==> config.mk <==
export PLATFORM = sky130hd
export DESIGN_NAME = touchpad_contact_slot_tracker_top
export DESIGN_NICKNAME = d
export VERILOG_FILES = /design/src/tcst_pkg.sv /design/src/tcst_lane.sv /design/src/tcst_merge.sv /design/src/touchpad_contact_slot_tracker_top.sv
export SDC_FILE = /design/constraint.sdc
export NUM_CORES = 1
export LEC_CHECK = 0
export BUFFER_PORTS_ARGS = -buffer_cell sky130_fd_sc_hd__buf_2
export CORE_MARGIN = 2
export CORE_UTILIZATION = 25
export DETAILED_ROUTE_END_ITERATION = 10
export PLACE_DENSITY_LB_ADDON = 0.1
export SLEW_MARGIN = 20
export SYNTH_ARGS = -nofsm -noshare
export SYNTH_HDL_FRONTEND = slang
export SYNTH_HIERARCHICAL = 1
export SYNTH_SLANG_ARGS = --single-unit
==> constraint.sdc <==
create_clock -name clk -period 2.85 [get_ports clk]
set_clock_uncertainty 0.1 [all_clocks]
set_input_delay 0.57 -clock clk [delete_from_list [all_inputs] [get_ports clk]]
set_output_delay 0.57 -clock clk [all_outputs]
set_load 0.005 [all_outputs]
==> src/tcst_pkg.sv <==
// Shared types and constants for the touchpad contact slot tracker.
`timescale 1ns / 1ps
package tcst_pkg;

  localparam int unsigned POS_W    = 16;
  localparam int unsigned MAJOR_W  = 8;
  localparam int unsigned FINGER_W = 48;
  localparam int unsigned FINGERS  = 3;
  localparam int unsigned CFG_IDX_W = 2;
  localparam int unsigned IN_DATA_W  = 176;
  localparam int unsigned OUT_DATA_W = 48;
  localparam int unsigned OUT_USER_W = 4;

  localparam logic [POS_W-1:0] PAD_WIDTH_RESET  = 16'd1560;
  localparam logic [POS_W-1:0] PAD_HEIGHT_RESET = 16'd820;
  localparam logic [15:0] NOISE_STATUS = 16'h0003;
  localparam logic [7:0]  NOISE_COUNT  = 8'h05;
  localparam int unsigned ST_PT_EXIST_BIT     = 11;
  localparam int unsigned ST_BUTTON_EVENT_BIT = 15;

  typedef enum logic [CFG_IDX_W-1:0] {
    REG_PAD_WIDTH  = 2'd0,
    REG_PAD_HEIGHT = 2'd1
  } cfg_reg_t;

  typedef enum logic {
    OP_FRAME       = 1'b0,
    OP_RELEASE_ALL = 1'b1
  } op_t;

  typedef enum logic [1:0] {
    ACT_NONE     = 2'd0,
    ACT_POSITION = 2'd1,
    ACT_RELEASED = 2'd2
  } action_t;

  typedef struct packed {
    logic [7:0]       contact_flags;
    logic [7:0]       width;
    logic [POS_W-1:0] y;
    logic [POS_W-1:0] x;
  } finger_t;

  typedef struct packed {
    action_t            action;
    logic [POS_W-1:0]   pos_x;
    logic [POS_W-1:0]   pos_y;
    logic [MAJOR_W-1:0] touch_major;
  } lane_res_t;

  typedef struct packed {
    logic report;
    logic down;
  } button_t;

endpackage

==> src/tcst_lane.sv <==
// One contact slot lane: existence, bound check, axis transform and slot memory update.
`timescale 1ns / 1ps
module tcst_lane (
  input  logic                        op,
  input  logic                        pt_exist,
  input  logic                        was_active,
  input  logic [tcst_pkg::POS_W-1:0]  pad_width,
  input  logic [tcst_pkg::POS_W-1:0]  pad_height,
  input  tcst_pkg::finger_t           finger,
  output tcst_pkg::lane_res_t         res,
  output logic                        active_next
);
  import tcst_pkg::*;

  logic exists;
  logic in_bounds;

  assign exists    = pt_exist & finger.contact_flags[0];
  assign in_bounds = (finger.x < pad_width) && (finger.y < pad_height);

  always_comb begin
    res         = '0;
    res.action  = ACT_NONE;
    active_next = was_active;
    if (op == OP_RELEASE_ALL) begin
      res.action  = ACT_RELEASED;
      active_next = 1'b0;
    end else if (exists) begin
      if (in_bounds) begin
        res.action      = ACT_POSITION;
        res.pos_x       = pad_height - POS_W'(1) - finger.y;
        res.pos_y       = finger.x;
        res.touch_major = (finger.width != '0) ? finger.width : MAJOR_W'(1);
        active_next     = 1'b1;
      end
    end else begin
      if (was_active) begin
        res.action = ACT_RELEASED;
      end
      active_next = 1'b0;
    end
  end

endmodule

==> src/tcst_merge.sv <==
// Result bank holding every lane's result and sending them out in slot order.
`timescale 1ns / 1ps
module tcst_merge #(
  parameter int unsigned NLANE = 3
) (
  input  logic                                     clk,
  input  logic                                     rst,
  input  logic                                     load,
  input  tcst_pkg::lane_res_t [NLANE-1:0]          lane_res,
  input  tcst_pkg::button_t                        button,
  output logic                                     free,
  output logic                                     m_tvalid,
  input  logic                                     m_tready,
  output logic [tcst_pkg::OUT_DATA_W-1:0]          m_tdata,  // pos_x, pos_y, touch_major, button_report, button_down, pad
  output logic [tcst_pkg::OUT_USER_W-1:0]          m_tuser,  // slot, action
  output logic                                     m_tlast
);
  import tcst_pkg::*;

  localparam int unsigned IDX_W = (NLANE > 1) ? $clog2(NLANE) : 1;

  lane_res_t [NLANE-1:0] bank;
  button_t               btn;
  logic [IDX_W-1:0]      idx;
  logic                  busy;
  logic                  is_last;
  logic                  take;
  logic                  done;
  lane_res_t             cur;
  button_t               cur_btn;

  assign is_last = (idx == IDX_W'(NLANE - 1));
  assign take    = busy & m_tready;
  assign done    = take & is_last;
  assign free    = ~busy | done;

  always_ff @(posedge clk) begin
    if (rst) begin
      busy <= 1'b0;
      idx  <= '0;
    end else if (load) begin
      busy <= 1'b1;
      idx  <= '0;
    end else if (done) begin
      busy <= 1'b0;
      idx  <= '0;
    end else if (take) begin
      idx <= idx + IDX_W'(1);
    end
  end

  always_ff @(posedge clk) begin
    if (load) begin
      bank <= lane_res;
      btn  <= button;
    end
  end

  always_comb begin
    cur     = bank[idx];
    cur_btn = is_last ? btn : '0;
  end

  assign m_tvalid = busy;
  assign m_tlast  = is_last;
  assign m_tuser  = {cur.action, 2'(idx)};
  assign m_tdata  = {6'd0, cur_btn.down, cur_btn.report, cur.touch_major,
                     cur.pos_y, cur.pos_x};

endmodule

==> src/touchpad_contact_slot_tracker_top.sv <==
// Top level of the touchpad contact slot tracker: config registers, slot lanes, result bank.
// Results of a frame appear in the cycle after its transfer; the result bank drains one slot
// per cycle while m_tready is high and takes the next frame in the cycle its last result is
// transferred.
// A noise frame is taken and gives no result.
// Reset (rst, synchronous): pad size back to 1560 x 820, all slots inactive, bank empty.
`timescale 1ns / 1ps
module touchpad_contact_slot_tracker_top #(
  parameter int unsigned SLOTS = 3
) (
  input  logic                                clk,
  input  logic                                rst,
  input  logic                                cfg_we,
  input  logic [tcst_pkg::CFG_IDX_W-1:0]      cfg_index,
  input  logic [tcst_pkg::POS_W-1:0]          cfg_data,
  input  logic                                s_tvalid,
  output logic                                s_tready,
  input  logic [tcst_pkg::IN_DATA_W-1:0]      s_tdata,  // status, count, button, fingers 0..2
  input  logic                                s_tuser,  // operation
  output logic                                m_tvalid,
  input  logic                                m_tready,
  output logic [tcst_pkg::OUT_DATA_W-1:0]     m_tdata,  // pos_x, pos_y, major, btn rpt/down, pad
  output logic [tcst_pkg::OUT_USER_W-1:0]     m_tuser,  // slot, action
  output logic                                m_tlast
);
  import tcst_pkg::*;

  localparam int unsigned NLANE = (SLOTS < FINGERS) ? SLOTS : FINGERS;

  logic [POS_W-1:0]      pad_width;
  logic [POS_W-1:0]      pad_height;
  logic [NLANE-1:0]      slot_active;
  logic [NLANE-1:0]      slot_active_next;
  lane_res_t [NLANE-1:0] lane_res;
  finger_t [FINGERS-1:0] fingers;
  button_t               button;
  logic [15:0]           frame_status;
  logic [7:0]            finger_count;
  logic [7:0]            button_byte;
  logic                  noise;
  logic                  accept;
  logic                  load;
  logic                  free;

  assign frame_status = s_tdata[15:0];
  assign finger_count = s_tdata[23:16];
  assign button_byte  = s_tdata[31:24];
  assign fingers      = s_tdata[IN_DATA_W-1:32];

  assign noise  = (s_tuser == OP_FRAME) && (frame_status == NOISE_STATUS) &&
                  (finger_count == NOISE_COUNT);
  assign s_tready = free;
  assign accept   = s_tvalid & s_tready;
  assign load     = accept & ~noise;

  always_comb begin
    if (s_tuser == OP_RELEASE_ALL) begin
      button.report = 1'b1;
      button.down   = 1'b0;
    end else begin
      button.report = frame_status[ST_BUTTON_EVENT_BIT];
      button.down   = frame_status[ST_BUTTON_EVENT_BIT] & button_byte[0];
    end
  end

  always_ff @(posedge clk) begin
    if (rst) begin
      pad_width  <= PAD_WIDTH_RESET;
      pad_height <= PAD_HEIGHT_RESET;
    end else if (cfg_we) begin
      unique case (cfg_index)
        REG_PAD_WIDTH:  pad_width  <= cfg_data;
        REG_PAD_HEIGHT: pad_height <= cfg_data;
        default: ;
      endcase
    end
  end

  always_ff @(posedge clk) begin
    if (rst) begin
      slot_active <= '0;
    end else if (load) begin
      slot_active <= slot_active_next;
    end
  end

  for (genvar i = 0; i < NLANE; i++) begin : g_lane
    tcst_lane u_lane (
      .op          (s_tuser),
      .pt_exist    (frame_status[ST_PT_EXIST_BIT]),
      .was_active  (slot_active[i]),
      .pad_width   (pad_width),
      .pad_height  (pad_height),
      .finger      (fingers[i]),
      .res         (lane_res[i]),
      .active_next (slot_active_next[i])
    );
  end

  tcst_merge #(
    .NLANE (NLANE)
  ) u_merge (
    .clk      (clk),
    .rst      (rst),
    .load     (load),
    .lane_res (lane_res),
    .button   (button),
    .free     (free),
    .m_tvalid (m_tvalid),
    .m_tready (m_tready),
    .m_tdata  (m_tdata),
    .m_tuser  (m_tuser),
    .m_tlast  (m_tlast)
  );

  a_reset_empty: assert property (@(posedge clk) rst |=> !m_tvalid)
    else $error("result valid right after reset");

  a_idle_ready: assert property (@(posedge clk) disable iff (rst) !m_tvalid |-> s_tready)
    else $error("input stalled with empty result bank");

  a_last_slot: assert property (@(posedge clk) disable iff (rst)
    (m_tvalid && m_tlast) |-> (m_tuser[1:0] == 2'(NLANE - 1)))
    else $error("last result not on final slot");

  a_major_nonzero: assert property (@(posedge clk) disable iff (rst)
    (m_tvalid && (m_tuser[3:2] == ACT_POSITION)) |-> (m_tdata[39:32] != '0))
    else $error("position reported with zero width");

  a_frame_order: assert property (@(posedge clk) disable iff (rst)
    (m_tvalid && m_tready && !m_tlast) |=> (m_tvalid && !s_tready ||
      m_tvalid && m_tlast))
    else $error("frame results broken before last slot");

endmodule
==> impl_metrics.tcl, run 1 <==
set metrics [dict create \
    synthDistinctLibCells 78 \
    post-place-ws_ps -270 \
    cts_buffers 17 \
    synth_warnings 6 \
    period_share_pct 95.8 \
    irDropWorstVdd_uv 404 \
    met3_usage_pct 2.68 \
    cap_violations 0 \
    whs_ps 268 \
    cts_hold_buf 0 \
    io_pins 255 \
    p_per_area_mw_per_mm2 414 \
    ys.flop_type "edfxtp_1" \
    ff_latch_area_sq_mm 0.00462 \
    place.port_buffers 220 \
    antenna_found_initial 3 \
    path_class "flip-flop to flip-flop" \
    tightest_slew_ps 721 \
    die_w_um 225 \
    cp-start-kind "flip-flop" \
    dieArea_sq_mm 0.0504 \
    max_slew_margin_pct 51.8 \
    clock_sinks 166 \
    coreArea_sq_mm 0.0478 \
    start_util_pct 25.4 \
    cts_tree "built" \
    critPathMaxFanout 22 \
    final.setup.worst_slack_ps 119 \
    ys_ff_latch 166 \
    period_needed_ps 2730 \
    dp_hpwl_um 32100 \
    holdPathStages 3 \
    clk-insertion-delay-late_ps 450 \
    cp_num_buf_inv 2 \
    status "complete, no violations" \
    synth_edf_count 128 \
    worstSetupEndpointType "flip-flop" \
    met2_usage_pct 28.0 \
    use_met1_pct 21.3 \
    grt_usage_pct 16.2 \
    die_h_um 225 \
    grt_pass1_wl_um 60100 \
    overflow 0 \
    initialDrtViolationCount 512 \
    path_clk_slew_ps 70 \
    cts-htree-levels 4 \
    synth_common_cells "inv_1 (144), ha_1 (139), edfxtp_1 (128), nand2_1 (109), and2_1 (101)" \
    gp_congestion 0.798 \
    cp.arrival_ps 2840 \
    area_growth_pct 24.9 \
    cp.depth 9 \
    multi_input_area_sq_mm 0.00668 \
    ys_top_cells_by_area "edfxtp_1 (32%), ha_1 (14%), dfxtp_1 (6.3%), and2_1 (5.2%), o2bb2ai_2 (4.9%)" \
    leakage_nw 6.65 \
    drv_slew 0 \
    r2r_cells 9 \
    drtPass1Iterations 5 \
    synth_top_cell_area_share_pct 31.6 \
    rows 80 \
    grt_pass1_vias 9660 \
    fmax_ghz 0.366 \
    clock_path_buffers 2 \
    drive_gt1_share_pct 28.3 \
    routed_via_density 4.49 \
    ys_async_sr_fraction_pct 0 \
    synth_area_per_cell_sq_um 10.0 \
    drc_errors 0 \
    top_usage_layer "met2" \
    hold_viol_final 0 \
    drtAntennaViolNets 0 \
    routedWlPerCell_um 18.9 \
    rsz0062_at_grt "false" \
    worstPathCellList "inv_1 -> ha_1 -> nand4_1 -> or3_4 -> a2111oi_2 -> buf_4 -> a311oi_2 -> and3_4 -> and2_1" \
    vias 9605 \
    hp-class "input port to flip-flop" \
    cts-root-buf "clkbuf_16" \
    cp_top_family "simple AND/OR/NAND/NOR gates" \
    cpPeakStageDelay_ps 420 \
    grt_max_degree 59 \
    setup_viol 0 \
    synth_area_sq_mm 0.0122 \
    synth_cells 1211 \
    cp_slowest_cell "or3_4" \
    synth_top_area_cell "edfxtp_1" \
    crit_required_ps 2950 \
    yosysSeqAreaShare_pct 37.9 \
    yosysMostFrequentCell "inv_1" \
    fin_nets 1852 \
    setup_tns_ps 0 \
    nFillCells 5050 \
    routed_wirelength_um 40400 \
    post_cts.repair.setup_buffers 0 \
]
[cells in the final DEF, fill, tap and decap left out, drive strengths merged, types with 10 or more instances in the layout]
cell type,Yosys,final
nand3,19,19
a211oi,12,12
a2111oi,10,10
nor2,32,32
o2bb2ai,42,42
buf,42,326
edfxtp,128,128
and2,101,101
clkbuf,10,19
a21o,18,18
o21ai,38,38
o21a,12,12
nand2b,17,17
mux2i,47,47
xnor2,12,12
nand2,109,109
a21oi,83,83
nand3b,10,10
dfxtp,38,38
ha,139,139
nor3,13,13
xor2,12,12
inv,145,145
[per-stage QoR]
| step | util [%] | instances | instance area, sq um | power (W) |
|---|---|---|---|---|
| 2_1_floorplan | - | 1216 | 12200 | 0.00354 |
| 3_3_place_gp | 30.4 | 2105 | 14600 | 0.00413 |
| 3_5_place_dp | 30.4 | 2105 | 14600 | 0.00413 |
| 4_1_cts | 31.6 | 2138 | 15100 | 0.00640 |
| 5_1_grt | 31.7 | 2141 | 15200 | 0.00664 |
| 6_report | 31.7 | 2141 | 15200 | 0.00629 |
[cells by family after synthesis]
family | Yosys count | share of synthesized area, %
flip-flops | 166 | 37.9
other | 1 | 0.0309
adder cells (fa/ha/maj) | 142 | 14.8
multiplexers | 47 | 3.87
AO/OA/AOI/OAI | 269 | 17.4
AND/OR/NAND/NOR | 365 | 16.5
buffers and inverters | 197 | 7.82
XOR/XNOR | 24 | 1.73
[path summary, 6_finish.rpt]
| path | startpoint | to | slack, ps |
|---|---|---|---|
| setup / recovery | pad_width[10] | u_merge/bank[90] | 120 |
| hold / removal | cfg_data[10] | pad_width[10] | 270 |
| setup reg to reg | pad_width[10] | u_merge/bank[90] | 120 |
| hold reg to reg | slot_active[0] | slot_active[0] | 400 |
[area by class of cell]
| class | instances | area share [%] |
|---|---|---|
| antenna | 3 | 0.0494 |
| clock buffer | 19 | 2.85 |
| clock inverter | 13 | 0.725 |
| inverter | 145 | 3.58 |
| multi-input combinational | 854 | 44.0 |
| sequential | 166 | 30.4 |
| tap | 615 | 5.07 |
| timing repair buffer | 326 | 13.3 |
[per-layer routing]
metal / part of all wire (%) / vias to the layer above / routed length, um
met4: 0.90 / 0 / 363
met3: 2.9 / 18 / 1160
met5: 0 / - / 0
li1: - / 4864 / -
met2: 49 / 159 / 19900
met1: 47 / 4564 / 19000
[state kept, by name (all words and copies together) (netlist names)]
| signal | cells |
|---|---|
| u_merge/m_tvalid | 1 |
| pad_height | 16 |
| u_merge/idx | 2 |
| u_merge/btn | 2 |
| pad_width | 16 |
| u_merge/bank | 126 |
| slot_active | 3 |
[power breakdown]
| part | switching (W) | internal (W) | total [W] |
|---|---|---|---|
| registers | 0.0000724 | 0.00272 | 0.00280 |
| logic | 0.000702 | 0.000569 | 0.00127 |
| clock network | 0.00103 | 0.00119 | 0.00222 |
[worst register-to-register path: stages, from the launching register on]
cell       delay (ps)
dfxtp_1           390
inv_1              70
ha_1              290
nand4_1           120
or3_4             420
a2111oi_2         290
buf_4             190
a311oi_2           60
and3_4            330
and2_1            230
[timing repair]
item	CTS	global route
endpoints found under the hold margin	0	0
cloned	1	0
gates resized for setup	4	20
setup endpoints to repair	100	120
pin swaps	1	3
(Power assumes the default switching activity.)
==> run 2, diff against run 1 <==
CELL_PAD_IN_SITES_DETAIL_PLACEMENT = 1   (was not set)
CELL_PAD_IN_SITES_GLOBAL_PLACEMENT = 1   (was not set)
clock period = 2.8 ns   (was 2.85 ns; I/O delays follow)
==> run 2 against run 1 <==
Against the previous run: sequential cell count unchanged; largest cell class unchanged; core utilization increased by 1.0 points; clock-buffer cell count shrank 2; routed wire length grew 7.8%; critical path depth is 5 lower; critical endpoint is now m_tdata[9].
==> impl_metrics.tcl, run 2 (same netlist as run 1, synthesis figures left out) <==
set metrics [dict create \
    reg.largest.list "u_merge/bank: 126 flops, pad_height: 16 flops, pad_width: 16 flops" \
    wl_met3_um 1450 \
    coreArea_sq_mm 0.0478 \
    antenna_found_initial 4 \
    period_share_pct 96.1 \
    path_class "flip-flop to primary output" \
    grt_pass1_vias 10300 \
    p_per_area_mw_per_mm2 420 \
    dp_hpwl_um 33200 \
    routedLengthMet1_um 20200 \
    overflow 0 \
    setup_tns_ps 0 \
    drtAntennaViolNets 0 \
    status "complete, no violations" \
    place.port_buffers 220 \
    hold_viol_final 0 \
    crit_required_ps 2140 \
    grt_usage_pct 16.9 \
    clock_sinks 166 \
    largest_reg_flops 126 \
    critPathMaxFanout 22 \
    cp.arrival_ps 2030 \
    place_inst 2123 \
    cts_buffers 17 \
    dieArea_sq_mm 0.0504 \
    setup_viol 0 \
    regMostFlops "u_merge/bank" \
    io_pins 255 \
    fin_nets 1885 \
    path_clk_slew_ps 70 \
    worstSetupEndpointType "primary output" \
    leakage_nw 6.86 \
    grt_max_degree 46 \
    grt_pass1_wl_um 62800 \
    cts-root-buf "clkbuf_16" \
    area_growth_pct 29.0 \
    layout_commonest_cell "buf_2" \
    cts_tree "built" \
    routedWlPerCell_um 20.0 \
    wl_met2_um 21500 \
    clk-insertion-delay-late_ps 460 \
    rows 80 \
    routed_via_density 4.57 \
    irDropWorstVdd_uv 377 \
    period_needed_ps 2690 \
    post_dp_cell_area_sq_mm 0.0147 \
    tightest_slew_ps 834 \
    gp_congestion 0.806 \
    die_w_um 225 \
    design_area_sq_mm 0.0157 \
    initialDrtViolationCount 381 \
    drtPass1Iterations 4 \
    cts-htree-levels 4 \
    start_util_pct 25.4 \
    drc_errors 0 \
    fmax_ghz 0.372 \
    hp-class "input port to flip-flop" \
    cp-start-kind "flip-flop" \
    cts_hold_buf 0 \
    cap_violations 0 \
    die_h_um 225 \
    instances_no_fill 2174 \
    drv_slew 0 \
    vias 9938 \
    top_layer "met4" \
    drive_gt1_share_pct 31.3 \
    clock_path_buffers 2 \
    max_slew_margin_pct 44.4 \
    layout_common_cells "buf_2 (220), inv_1 (144), ha_1 (135)" \
    routed_wirelength_um 43600 \
    nFillCells 5500 \
    whs_ps 242 \
]
==> run 2: worst paths after layout <==
check / start / to / slack, ps / cells after the start
worst min-delay path: cfg_data[4] / pad_width[4] / 240 / 3
worst min register to register: pad_width[15] / pad_width[15] / 390 / 2
worst max register to register: pad_height[12] / u_merge/bank[73] / 120 / 12
worst max-delay path: u_merge/idx[0] / m_tdata[9] / 110 / 4
==> run 2: through the flow <==
stage	power, W	worst slack (ps)	util [%]
floorplan	0.00360	184	-
global placement	0.00423	-266	30.7
detailed placement	0.00425	-272	30.7
CTS	0.00666	5.07	32.1
global route	0.00692	-42.1	32.8
finish	0.00658	108	32.8
==> run 2: worst max-delay path: stages (launching register included) <==
cell	delay (ps)
dfxtp_2	420
buf_4	410
mux2i_1	380
o2bb2ai_2	150
buf_2	170
==> run 2: power by group <==
part	leakage (nW)	internal, W	switching, W
Clock	0.281	0.00125	0.00112
Combinational	4.99	0.000622	0.000761
Sequential	1.60	0.00277	0.0000669
==> run 2: layout make-up <==
cell class / instances / area [sq um] / area share, %
diodes: 3 / 7.51 / 0.0479
clock buffers: 17 / 425 / 2.71
clock inverters: 15 / 149 / 0.949
inverters: 145 / 544 / 3.47
multi-input cells: 855 / 6830 / 43.5
flip-flops and latches: 166 / 4640 / 29.6
well taps: 615 / 769 / 4.91
repair buffers: 358 / 2320 / 14.8
==> run 2: metal layers <==
layer | global-route usage, % | up-vias
met2 | 29.7 | 174
met5 | 0 | -
met1 | 21.9 | 4813
met3 | 2.66 | 20
li1 | - | 4931
met4 | 3.78 | 0
==> run 2: timing repair <==
action                     4_1_cts  5_1_grt
setup buffers                    3        6
gates cloned                     3        4
setup endpoints to repair      133      109
pin swaps                        3        9
resized for setup               17       37
==> run 3, diff against run 2 <==
CORE_UTILIZATION = 43   (was 25)
==> run 3 against run 2 <==
Against the previous run: maximum frequency decreased by 0.44%; register-to-register slack got worse by 20 ps; sequential cell count unchanged; clock power increased by 3%; largest power group unchanged.
==> impl_metrics.tcl, run 3 (same netlist as run 1, synthesis figures left out) <==
set metrics [dict create \
    clk-insertion-delay-late_ps 430 \
    timing.rr.end "slot_active[0]" \
    cts-root-buf "clkbuf_16" \
    hp-class "input port to flip-flop" \
    reg2reg_setup_slack_ps 100 \
    dp_hpwl_um 28800 \
    instances_no_fill 1894 \
    cap_violations 0 \
    regMostFlops "u_merge/bank" \
    nFillCells 3230 \
    fin_util_pct 53.5 \
    io_pins 255 \
    crit_required_ps 3060 \
    reg2reg_from "pad_height[12]" \
    leakage_nw 6.63 \
    post-place-ws_ps -185 \
    drtPass1Iterations 5 \
    routed_wirelength_um 37100 \
    cp_slowest_cell "dfxtp_2" \
    p_per_area_mw_per_mm2 440 \
    period_needed_ps 2700 \
    rows 61 \
    status "complete, no violations" \
    place.port_buffers 220 \
    gp_congestion 0.863 \
    antenna_found_initial 1 \
    area_growth_pct 22.3 \
    critPathMaxFanout 10 \
    routedWlPerCell_um 19.6 \
    clock_path_buffers 2 \
    worstPathCellList "inv_1 -> ha_1 -> a21oi_1 -> a21boi_1 -> o311ai_2 -> buf_4 -> o211ai_1 -> a211oi_4 -> buf_4 -> a21o_1 -> nand2b_1 -> mux2i_1" \
    cts_tree "built" \
    cp_top_family "compound AO/OA/AOI/OAI gates" \
    grt_pass1_wl_um 55800 \
    whs_ps 251 \
    cp.arrival_ps 2960 \
    irDropWorstVdd_uv 285 \
    cp-startpoint "pad_height[12]" \
    initialDrtViolationCount 575 \
    routed_via_density 5.29 \
    rsz0062_at_grt "true" \
    cts_buffers 17 \
    coreArea_sq_mm 0.0278 \
    tightest_slew_ps 812 \
    layout_commonest_cell "buf_2" \
    cp.depth 12 \
    worstSetupEndpointType "flip-flop" \
    cts-htree-levels 4 \
    r2r_cells 12 \
    total_power_w 0.00655 \
    cp-start-kind "flip-flop" \
    critPathMostFrequentCell "buf_4" \
    multi_input_area_sq_mm 0.00673 \
    clock_sinks 166 \
    grt_pass1_vias 10200 \
    critPathCapture "slot_active[0]" \
    layout_common_cells "buf_2 (220), inv_1 (144), ha_1 (138)" \
    ff_latch_area_sq_mm 0.00462 \
    drc_errors 0 \
    final.setup.worst_slack_ps 96.3 \
    cts_hold_buf 0 \
    cp_num_buf_inv 3 \
    vias 10000 \
    die_h_um 172 \
    path_clk_slew_ps 70 \
    place_inst 1855 \
    drv_slew 0 \
    drive_gt1_share_pct 28.4 \
    die_w_um 172 \
    max_slew_margin_pct 45.7 \
    largest_reg_flops 126 \
    grt_usage_pct 24.9 \
    fin_nets 1844 \
    cpPeakStageDelay_ps 390 \
    start_util_pct 43.8 \
    dieArea_sq_mm 0.0296 \
    hold_viol_final 0 \
    overflow 0 \
    grt_max_degree 49 \
    setup_viol 0 \
    reg.largest.list "u_merge/bank: 126 flops, pad_height: 16 flops, pad_width: 16 flops" \
    period_share_pct 96.6 \
    fmax_ghz 0.370 \
    drtAntennaViolNets 0 \
    path_class "flip-flop to flip-flop" \
]
==> run 3: cell types whose count changed in the layout (fill, tap and decap cells not counted), sizes merged <==
cell and delta:
nor2b -1, buf -38, inv +3, clkinv -6
and3 +1, diode -2
==> run 3: through the flow <==
stage	instance area, sq um	TNS, ps
3_3_place_gp	14100	-7010
2_1_floorplan	12200	0
3_5_place_dp	14100	-10940
5_1_grt	14900	-31.9
6_report	14900	0
4_1_cts	14700	0
==> run 3: final cells by class <==
class / count / area share [%]
flip-flops and latches: 166 / 31.1
well taps: 378 / 3.18
clock buffers: 20 / 3.08
repair buffers: 317 / 12.8
clock inverters: 12 / 0.892
diodes: 1 / 0.0168
multi-input cells: 855 / 45.2
inverters: 145 / 3.66
==> run 3: worst min path at each step <==
| stage | slack (ps) | to | cells past startpoint | start |
|---|---|---|---|---|
| 2_1_floorplan | 360 | pad_height[15] | 2 | pad_height[15] |
| 4_1_cts | 230 | pad_height[9] | 3 | cfg_data[9] |
| 3_5_place_dp | 390 | slot_active[1] | 2 | slot_active[1] |
| 6_report | 250 | pad_height[9] | 3 | cfg_data[9] |
| 3_3_place_gp | 370 | slot_active[1] | 2 | slot_active[1] |
| 5_1_grt | 250 | pad_height[9] | 3 | cfg_data[9] |
==> run 3: where the power goes <==
group / switching, W / leakage [nW] / internal [W]
clock network: 0.00110 / 0.288 / 0.00132
registers: 0.0000727 / 1.60 / 0.00277
logic: 0.000718 / 4.75 / 0.000568
total: 0.00189 / 6.63 / 0.00466
==> run 3: worst register-to-register path: stages, from the launching register on <==
cell and delay, ps:
dfxtp_2 390, inv_1 60, ha_1 340, a21oi_1 170, a21boi_1 100, o311ai_2 340
buf_4 180, o211ai_1 160, a211oi_4 280, buf_4 250, a21o_1 110, nand2b_1 50
mux2i_1 120
==> run 3: what timing repair did <==
item                                    CTS  global route
resized for setup                         2            29
endpoints found under the hold margin     0             0
pin swaps                                 0             5
endpoints found under the setup margin   40            68
setup buffers                             1             2
gates cloned                              0             3
==> run 3: routing by layer <==
layer | track usage (%) | vias up | share of wire (%)
met5 | 0 | - | 0
met4 | 6.14 | 0 | 1.5
met3 | 3.04 | 32 | 4.4
met2 | 44.7 | 273 | 50
met1 | 31.8 | 4871 | 44
li1 | - | 4844 | -
